**src/design/qrs_pkg.sv**
```systemverilog
// shared types and constants for the quadratic root solver
// no dependencies
`timescale 1ns / 1ps
`default_nettype none

package qrs_pkg;

  localparam int SQ_STAGES = 17;
  localparam int DV_STAGES = 33;

  localparam logic [1:0] ST_NOT_QUAD = 2'd0;
  localparam logic [1:0] ST_NO_ROOTS = 2'd1;
  localparam logic [1:0] ST_ONE_ROOT = 2'd2;
  localparam logic [1:0] ST_TWO_ROOTS = 2'd3;

  localparam logic signed [31:0] ROOT_MAX = 32'sh7FFF_FFFF;
  localparam logic signed [31:0] ROOT_MIN = 32'sh8000_0000;

  // square root phase request
  typedef struct packed {
    logic               valid;
    logic [1:0]         status;
    logic [33:0]        delta;
    logic signed [17:0] neg_b;
    logic               den_neg;
    logic [16:0]        den_mag;
    logic [33:0]        rad;
    logic [19:0]        rem;
    logic [16:0]        root;
  } sq_t;

  // one divider lane
  typedef struct packed {
    logic        neg;
    logic [32:0] dvd;
    logic [16:0] rem;
    logic [32:0] quo;
  } lane_t;

  // division phase request
  typedef struct packed {
    logic        valid;
    logic [1:0]  status;
    logic [33:0] delta;
    logic        den_neg;
    logic [16:0] den_mag;
    lane_t       p;
    lane_t       m;
  } dv_t;

endpackage

`default_nettype wire

```
**src/design/qrs_div_stage.sv**
```systemverilog
// one registered restoring division step for both root lanes
// depends on qrs_pkg
`timescale 1ns / 1ps
`default_nettype none

module qrs_div_stage (
  input  wire               clk,
  input  wire               rst,
  input  wire               en,
  input  wire qrs_pkg::dv_t d,
  output qrs_pkg::dv_t      q
);

  function automatic qrs_pkg::lane_t step(qrs_pkg::lane_t l, logic [16:0] den);
    logic [17:0] rem2;
    logic [17:0] diff;
    logic        ge;
    qrs_pkg::lane_t r;
    rem2 = {l.rem, l.dvd[32]};
    diff = rem2 - {1'b0, den};
    ge   = rem2 >= {1'b0, den};
    r     = l;
    r.rem = ge ? diff[16:0] : rem2[16:0];
    r.quo = {l.quo[31:0], ge};
    r.dvd = {l.dvd[31:0], 1'b0};
    return r;
  endfunction

  qrs_pkg::dv_t nxt;

  // one quotient bit per lane
  always_comb begin
    nxt = d;
    nxt.p = step(d.p, d.den_mag);
    nxt.m = step(d.m, d.den_mag);
  end

  always_ff @(posedge clk) begin
    if (rst) begin
      q.valid <= 1'b0;
    end else if (en) begin
      q.valid <= d.valid;
    end
    if (en) begin
      q.status  <= nxt.status;
      q.delta   <= nxt.delta;
      q.den_neg <= nxt.den_neg;
      q.den_mag <= nxt.den_mag;
      q.p       <= nxt.p;
      q.m       <= nxt.m;
    end
  end

endmodule

`default_nettype wire
```
**config.mk**
```make
export PLATFORM = sky130hd
export DESIGN_NAME = qrs_div_stage
export DESIGN_NICKNAME = d
export VERILOG_FILES = /design/src/design/qrs_pkg.sv /design/src/design/qrs_div_stage.sv
export SDC_FILE = /design/constraint.sdc
export NUM_CORES = 1
export LEC_CHECK = 0
export CAP_MARGIN = 25
export CORE_ASPECT_RATIO = 1.25
export CORE_MARGIN = 2
export CORE_UTILIZATION = 25
export CTS_BUF_LIST = sky130_fd_sc_hd__clkbuf_4 sky130_fd_sc_hd__clkbuf_8 sky130_fd_sc_hd__clkbuf_16
export DETAILED_ROUTE_END_ITERATION = 7
export DONT_BUFFER_PORTS = 1
export PLACE_DENSITY = 0.47
export SLEW_MARGIN = 20
export SYNTH_ARGS = -nofsm -noshare
export SYNTH_HDL_FRONTEND = slang
export SYNTH_SLANG_ARGS = --single-unit
```
**constraint.sdc**
```tcl
create_clock -name clk -period 4.2 [get_ports clk]
set_input_delay 0.63 -clock clk [delete_from_list [all_inputs] [get_ports clk]]
set_output_delay 0.63 -clock clk [all_outputs]
set_load 0.01 [all_outputs]
```
==> results.yml <==
outcome:
  status: "finished, final reports clean"
timing:
  fmax_mhz: 382
  period_needed_ns: 2.62
  fin_ws_ns: 1.58
  worst_pin_slew_ns: 0.715
  fin_setup_tns_ns: 0
  setup_viol: 0
  drv_slew: 0
  fin_skew_ns: 0
  rsz0062_at_grt: "no"
  hold_viol: 0
  max_slew_margin_pct: 51.1
  period_share_pct: 62.4
synth:
  syn-instance-count: 544
  synth_seq_cells: 221
  syn_avg_cell_area_um2: 16.4
  synth_top_area_share_pct: 73.9
  synth_area_leaders: "edfxtp_1 (74%), ha_1 (4.8%), mux2_2 (2.1%)"
  yosysSeqAreaShare_pct: 74.2
  async_flop_share_pct: 0
  synth_top_area_cell: "edfxtp_1"
  synth_edf_count: 220
  synth_commonest_cells: "edfxtp_1 (220), ha_1 (34), nand2_1 (34), a21oi_1 (26), inv_1 (25)"
  yosysWarnings: 0
  syn_area_um2: 8930
  synthFlopType: "edfxtp_1"
  yosysUniqueCellTypes: 63
  synth.most_common_cell: "edfxtp_1"
route:
  wirelength_um: 27600
  wl_per_cell_um: 26.3
  first_pass_iters: 5
  via_per_inst: 4.55
  drcViolationCount: 0
  drt_iter0_markers: 233
  antenna_left: 0
  num_vias: 4769
finish:
  area_delta_synth_final_pct: 13.8
  drive_gt1_share_pct: 12.7
  fillers: 3570
  largest_register: "q"
  final_cells: 1048
  diodes: 0
  largest_reg_flops: 221
  top_regs: "q (221)"
  final_area_um2: 10200
  num-nets-final: 820
  fin_util_pct: 28.8
place:
  placed_cells: 1007
  dpl_cell_area_um2: 9450
  dp.final_hpwl_um: 21200
  pre_cts_slack_ns: 0.998
  finalWeightedCongestion: 0.763
  numPortBuffers: 0
clocking:
  clockBufferDepth: 3
  tritoncts: "done"
  cts_inserted_buffers: 23
  cts_resized: 0
  clock_latency_ns: 0.53
  hold_buffers: 0
  cts_root_buffer: "clkbuf_16"
  htreeDepth: 1
  cts.clk_slew.worst_paths_ns: 0.06
  cts_num_sinks: 221
  postCtsSetupBuffers: 0
floorplan:
  core-area_um2: 35300
  die-width_um: 173
  io_pins: 449
  fp-row-count: 77
  start_util_pct: 25.3
  fp.dieArea_um2: 37300
  chipHeight_um: 215
job:
  maxCapViolations: 0
pwr:
  p_per_area_nw_per_um2: 516
  p_leak_nw: 3.58
  ir_drop_mv: 0.233
setup_path:
  slowest_delay_ns: 0.41
  cp-end-kind: "flop"
  cpMaxStageDelayCell: "fa_1"
  crit_required_ns: 4.49
  crit_fanout: 15
  cp-start-kind: "primary input"
  cp_num_buf_inv: 3
  cp_cell_sequence: "inv_1, ha_1, inv_1, fa_1, a21oi_1, o211a_1, a21oi_1, o21ai_1, and2_2, inv_2, mux2_2"
  arrival_ns: 2.91
  cp_top_family: "compound AO/OA/AOI/OAI gates"
  path_class: "in -> reg"
grt:
  grt_remaining_overflow: 0
  grt_pass1_vias: 4768
  grt_max_degree: 222
  grtUsageTotal_pct: 14.1
  grt_pass1_wl_um: 37700
  antenna_found_initial: 5
worst_hold_path:
  hold_class: "in -> reg"
[routing by layer]
metal / wire length, µm / vias to the layer above / GRT usage [%]
met5: 41 / - / 0
met4: 620 / 6 / 4.07
met3: 3570 / 39 / 8.26
met2: 13400 / 299 / 23.5
met1: 9910 / 2294 / 15.2
li1: - / 2131 / -
[area by class of cell]
| cell class | instances | area, µm² | share of cell area (%) |
|---|---|---|---|
| tap | 474 | 593 | 5.83 |
| inverter | 27 | 101 | 0.997 |
| clock inverter | 15 | 115 | 1.13 |
| sequential | 221 | 6630 | 65.2 |
| multi-input combinational | 284 | 2130 | 20.9 |
| timing repair buffer | 1 | 7.51 | 0.0738 |
| clock buffer | 26 | 598 | 5.88 |
[path summary, 6_finish.rpt]
check        startpoint  slack [ns]  endpoint  cells past startpoint
max              d[166]        1.58    q[122]                     11
max reg2reg      q[222]        3.57    q[222]                      2
min                 rst        0.16    q[222]                      1
min reg2reg      q[222]        0.57    q[222]                      2
[metrics by stage]
| stage | total power (W) | hold WS (ns) |
|---|---|---|
| after floorplan | 0.00320 | 0.528 |
| after global placement | 0.00336 | 0.553 |
| after detailed placement | 0.00336 | 0.562 |
| after CTS | 0.00536 | 0.116 |
| after global routing | 0.00551 | 0.115 |
| final | 0.00525 | 0.157 |
[placed cells by master (no fill, tap or decap), types with 4 or more instances in the layout]
cell type and instances:
edfxtp_1 220, nand2_1 34, ha_1 34, a21oi_1 26, inv_1 25, clkbuf_16 23, o21ai_0 18, nor2_1 17
mux2_2 17, xnor2_1 16, a21o_1 15, nand3_1 13, o21a_1 10, o31ai_1 6, clkinv_2 6, and4_1 4
and2_1 4, a211oi_1 4, mux2_4 4
[where the power goes]
part | internal, W | switching (W)
Clock | 0.00105 | 0.000891
Combinational | 0.000179 | 0.000225
Sequential | 0.00268 | 0.000221
Total | 0.00391 | 0.00134
[cells by family (layout without fill, tap and decap cells)]
logic type	after synthesis	after routing	synth area share (%)
buffers and inverters	40	69	2.09
and+or+nand+nor	93	93	5.04
xor gates and xnor gates	19	19	1.86
DFF	221	221	74.2
AOI/OAI and AO/OA	112	112	8.67
other	1	2	0.0420
adders and majority gates	36	36	5.21
muxes	22	22	2.93
Note: power is estimated with default switching activity, not from simulation.
