[src/design/qrs_pkg.sv]
// shared types and constants for the quadratic root solver
// no dependencies
`timescale 1ns / 1ps
`default_nettype none

package qrs_pkg;

  localparam int SQ_STAGES = 17;
  localparam int DV_STAGES = 33;

  localparam logic [1:0] ST_NOT_QUAD = 2'd0;
  localparam logic [1:0] ST_NO_ROOTS = 2'd1;
  localparam logic [1:0] ST_ONE_ROOT = 2'd2;
  localparam logic [1:0] ST_TWO_ROOTS = 2'd3;

  localparam logic signed [31:0] ROOT_MAX = 32'sh7FFF_FFFF;
  localparam logic signed [31:0] ROOT_MIN = 32'sh8000_0000;

  // square root phase request
  typedef struct packed {
    logic               valid;
    logic [1:0]         status;
    logic [33:0]        delta;
    logic signed [17:0] neg_b;
    logic               den_neg;
    logic [16:0]        den_mag;
    logic [33:0]        rad;
    logic [19:0]        rem;
    logic [16:0]        root;
  } sq_t;

  // one divider lane
  typedef struct packed {
    logic        neg;
    logic [32:0] dvd;
    logic [16:0] rem;
    logic [32:0] quo;
  } lane_t;

  // division phase request
  typedef struct packed {
    logic        valid;
    logic [1:0]  status;
    logic [33:0] delta;
    logic        den_neg;
    logic [16:0] den_mag;
    lane_t       p;
    lane_t       m;
  } dv_t;

endpackage

`default_nettype wire

[src/design/qrs_sqrt_stage.sv]
// one registered step of the digit-by-digit integer square root
// depends on qrs_pkg
`timescale 1ns / 1ps
`default_nettype none

module qrs_sqrt_stage (
  input  wire               clk,
  input  wire               rst,
  input  wire               en,
  input  wire qrs_pkg::sq_t d,
  output qrs_pkg::sq_t      q
);

  logic [21:0] rem4;
  logic [21:0] trial;
  logic        ge;
  logic [21:0] diff;
  qrs_pkg::sq_t nxt;

  // bring down two radicand bits and try the next root bit
  always_comb begin
    rem4  = {d.rem, d.rad[33:32]};
    trial = {3'b000, d.root, 2'b01};
    ge    = rem4 >= trial;
    diff  = rem4 - trial;
    nxt = d;
    nxt.rem  = ge ? diff[19:0] : rem4[19:0];
    nxt.root = {d.root[15:0], ge};
    nxt.rad  = {d.rad[31:0], 2'b00};
  end

  always_ff @(posedge clk) begin
    if (rst) begin
      q.valid <= 1'b0;
    end else if (en) begin
      q.valid <= d.valid;
    end
    if (en) begin
      q.status  <= nxt.status;
      q.delta   <= nxt.delta;
      q.neg_b   <= nxt.neg_b;
      q.den_neg <= nxt.den_neg;
      q.den_mag <= nxt.den_mag;
      q.rad     <= nxt.rad;
      q.rem     <= nxt.rem;
      q.root    <= nxt.root;
    end
  end

endmodule

`default_nettype wire

[config.mk]
export PLATFORM = sky130hd
export DESIGN_NAME = qrs_sqrt_stage
export DESIGN_NICKNAME = d
export VERILOG_FILES = /design/src/design/qrs_pkg.sv /design/src/design/qrs_sqrt_stage.sv
export SDC_FILE = /design/constraint.sdc
export NUM_CORES = 1
export LEC_CHECK = 0
export ABC_AREA = 1
export BUFFER_PORTS_ARGS = -buffer_cell sky130_fd_sc_hd__buf_4
export CORE_MARGIN = 2
export CORE_UTILIZATION = 31
export CTS_CLUSTER_DIAMETER = 40
export DETAILED_ROUTE_END_ITERATION = 10
export GPL_TIMING_DRIVEN = 0
export PLACE_DENSITY = 0.67
export SETUP_SLACK_MARGIN = 0.1
export SYNTH_ARGS = -nofsm -noshare
export SYNTH_HDL_FRONTEND = slang
export SYNTH_SLANG_ARGS = --single-unit
[constraint.sdc]
create_clock -name clk -period 4.4 [get_ports clk]
set_input_delay 1.32 -clock clk [delete_from_list [all_inputs] [get_ports clk]]
set_output_delay 1.32 -clock clk [all_outputs]
set_load 0.005 [all_outputs]
==> impl_metrics.csv <==
group,metric,value,unit
global_routing,grt_max_degree,75,
placement,io_buffers,288,
placement,dpl_cell_area,8420,sq um
timing,fin_crit_sh,62.1,%
drt,first_iter_violations,296,
timing,final_max_slew_viol_count,0,
clocking,post-cts-setup-buffers,0,
power,peakVddDrop,0.227,mV
hold_path,hold_start,"q[143]$_SDFFE_PP0P_",
hold_path,hp-class,"flip-flop to flip-flop",
clocking,clk_pin_slew_worst_paths,0.06,ns
clocking,cts_tree,"built",
layout,diodes,0,
floorplanning,fp-row-count,50,
timing,tightest_slew,0.673,ns
critical_path,crit_fanout,10,
clocking,cts.sinks,142,
clocking,cts_resized,0,
timing,slew-limit-headroom,55.1,%
timing,finalHoldViolations,0,
timing,grt_setup_unrepaired,"false",
critical_path,crit_required,4.57,ns
critical_path,slowest_stage,"ha_1",
drt,routed_wl,17400,microns
layout,top_regs,"q (142)",
critical_path,r2r-start,"q[143]$_SDFFE_PP0P_",
timing,layout_setup_ws,1.67,ns
placement,post-place-ws,1.22,ns
logic_synthesis,ys_warn_count,0,
outcome,run_status,"completed",
global_routing,grt_first_pass_wirelength,24800,microns
logic_synthesis,ys_ff_latch,142,
floorplanning,io_pins,291,
layout,largest-register,"q",
layout,area_delta_synth_final,51.3,%
global_routing,grt_pass1_vias,4335,
floorplanning,die_y,142,microns
timing,hold_slack,0.512,ns
critical_path,crit_family,"simple AND/OR/NAND/NOR gates",
critical_path,cp.arrival,2.90,ns
layout,layout-drive-gt1-share,44.4,%
logic_synthesis,synth_cells,471,
timing,clock.fmax,366,MHz
critical_path,rr_endpoint,"q[143]$_SDFFE_PP0P_",
drt,route.detailed.drc,0,
placement,dpl.hpwl,13600,microns
hold_path,whs_path_depth,2,
hold_path,whs_endpoint,"q[143]$_SDFFE_PP0P_",
critical_path,critPathMaxStageDelay,0.36,ns
layout,finalInstanceArea,8970,sq um
drt,vias,4543,
power,power.leakage,4.14,nW
drt,antenna_left,0,
global_routing,grt_usage,16.8,%
logic_synthesis,syn_area_per_cell,12.6,sq um
layout,final_nets,946,
layout,largest_reg_flops,142,
logic_synthesis,yosysSeqAreaShare,71.8,%
critical_path,reg2reg_depth,2,
timing,skew,0,ns
critical_path,worstSetupStartpointType,"primary input",
critical_path,critPathKind,"primary input to flip-flop",
floorplanning,die_w,142,microns
critical_path,cp-end-kind,"flip-flop",
drt,first_pass_iters,5,
clocking,insertion_delay,0.41,ns
run,max_cap_violations,0,
timing,setup_viol,0,
clocking,cts_root_buf,"clkbuf_16",
global_routing,antenna_found_initial,0,
floorplanning,core,18700,sq um
logic_synthesis,synth_area,5930,sq um
clocking,hold_buffers,0,
floorplanning,initial_core_util,31.7,%
placement,routabilityCongestion,0.849,
global_routing,overflow,0,
drt,routedWlPerCell,17.0,microns
critical_path,regToRegSetupSlack,3.81,ns
critical_path,crit_chain,"buf_4 -> inv_1 -> ha_1 -> a21oi_1 -> nand2_1 -> a21oi_2 -> nand2_2 -> nand2_2 -> nand2_4 -> buf_6 -> nand3_1 -> nand2_1",
power,total_power,3.56,mW
floorplanning,dieArea,20200,sq um
critical_path,critical_path_buf_inv_count,3,
logic_synthesis,yosysUniqueCellTypes,32,
clocking,cts_htree_levels,4,
drt,routed_via_density,4.43,
timing,period_minus_slack,2.73,ns
power,p_per_area,397,nW/um^2
timing,setup-tns-final,0,ns
clocking,cts_buffer_depth,2,
clocking,cts_buffers,17,
## worst register-to-register path, cell delays in order (launching register included)
cell and delay (ns):
dfxtp_1 0.31, mux2i_1 0.12, nor2_1 0.06
## synth_stat cells (all sizes together)
library cell / instances / area [sq um]
nor2: 21 / 83.8
nand2: 150 / 608
o21bai: 2 / 15.0
inv: 63 / 241
nor3: 3 / 20.0
dfxtp: 1 / 20.0
and2: 1 / 6.26
conb: 1 / 3.75
o21ai: 3 / 15.0
a21oi: 17 / 100
nand4: 2 / 12.5
nand3b: 4 / 30.0
xor2: 7 / 61.3
and3: 1 / 6.26
xnor2: 2 / 17.5
nand3: 26 / 135
buf: 5 / 57.6
edfxtp: 141 / 4230
mux2i: 1 / 10.0
ha: 19 / 238
nor4: 1 / 12.5
## final cells by class
type	count	area, sq um
Inverter	63	241
Buffer	5	57.6
Fill cell	1710	9740
Clock buffer	17	425
Sequential cell	142	4250
Clock inverter	14	126
Multi-Input combinational cell	262	1380
Timing Repair Buffer	289	2190
Tap cell	234	293
## stage by stage
stage / util, % / instances
after floorplan: - / 472
after global placement: 44.8 / 994
after detailed placement: 45.0 / 995
after CTS: 48.0 / 1026
after global routing: 48.0 / 1026
final: 48.0 / 1026
## routing by layer
| metal | share of wire, % | vias up | track usage [%] |
|---|---|---|---|
| met3 | 9.8 | 28 | 5.32 |
| met1 | 34 | 2107 | 17.9 |
| met2 | 53 | 191 | 30.4 |
| met5 | 0 | - | 0 |
| li1 | - | 2217 | - |
| met4 | 3.3 | 0 | 7.74 |
## report_power, final
| part | leakage [nW] | switching (mW) | internal, mW | total [mW] |
|---|---|---|---|---|
| Clock | 0.257 | 0.605 | 0.739 | 1.34 |
| Combinational | 2.49 | 0.265 | 0.295 | 0.560 |
| Sequential | 1.39 | 0.0313 | 1.63 | 1.66 |
## cell families after synthesis
kind of cell,after synthesis,synth area share (%)
simple gates,209,15.4
flops,142,71.8
buf+inv,68,5.04
compound gates,22,2.19
fa+ha+maj,19,4.01
xor+xnor,9,1.33
other cells,1,0.0633
mux,1,0.169
## how the worst max path moves through the flow
stage               slack, ns  cells past startpoint   from               to
finish                   1.67                     12  d[11]  q[30]$_DFFE_PP_
global route             1.50                     12  d[11]  q[30]$_DFFE_PP_
CTS                      1.67                     12  d[13]  q[30]$_DFFE_PP_
detailed placement       1.22                     12  d[13]  q[30]$_DFFE_PP_
global placement         1.22                     15   d[7]  q[20]$_DFFE_PP_
floorplan                1.58                     14   d[3]  q[19]$_DFFE_PP_
## placed cells by master (no fill, tap or decap), drive strengths merged, types with 4 or more instances in the layout
cell / n
xor2: 7
a21oi: 17
buf: 294
inv: 71
nand2: 150
nand3b: 4
clkbuf: 17
nor2: 21
ha: 19
clkinvlp: 5
nand3: 26
edfxtp: 141
Note: power is estimated with default switching activity, not from simulation.
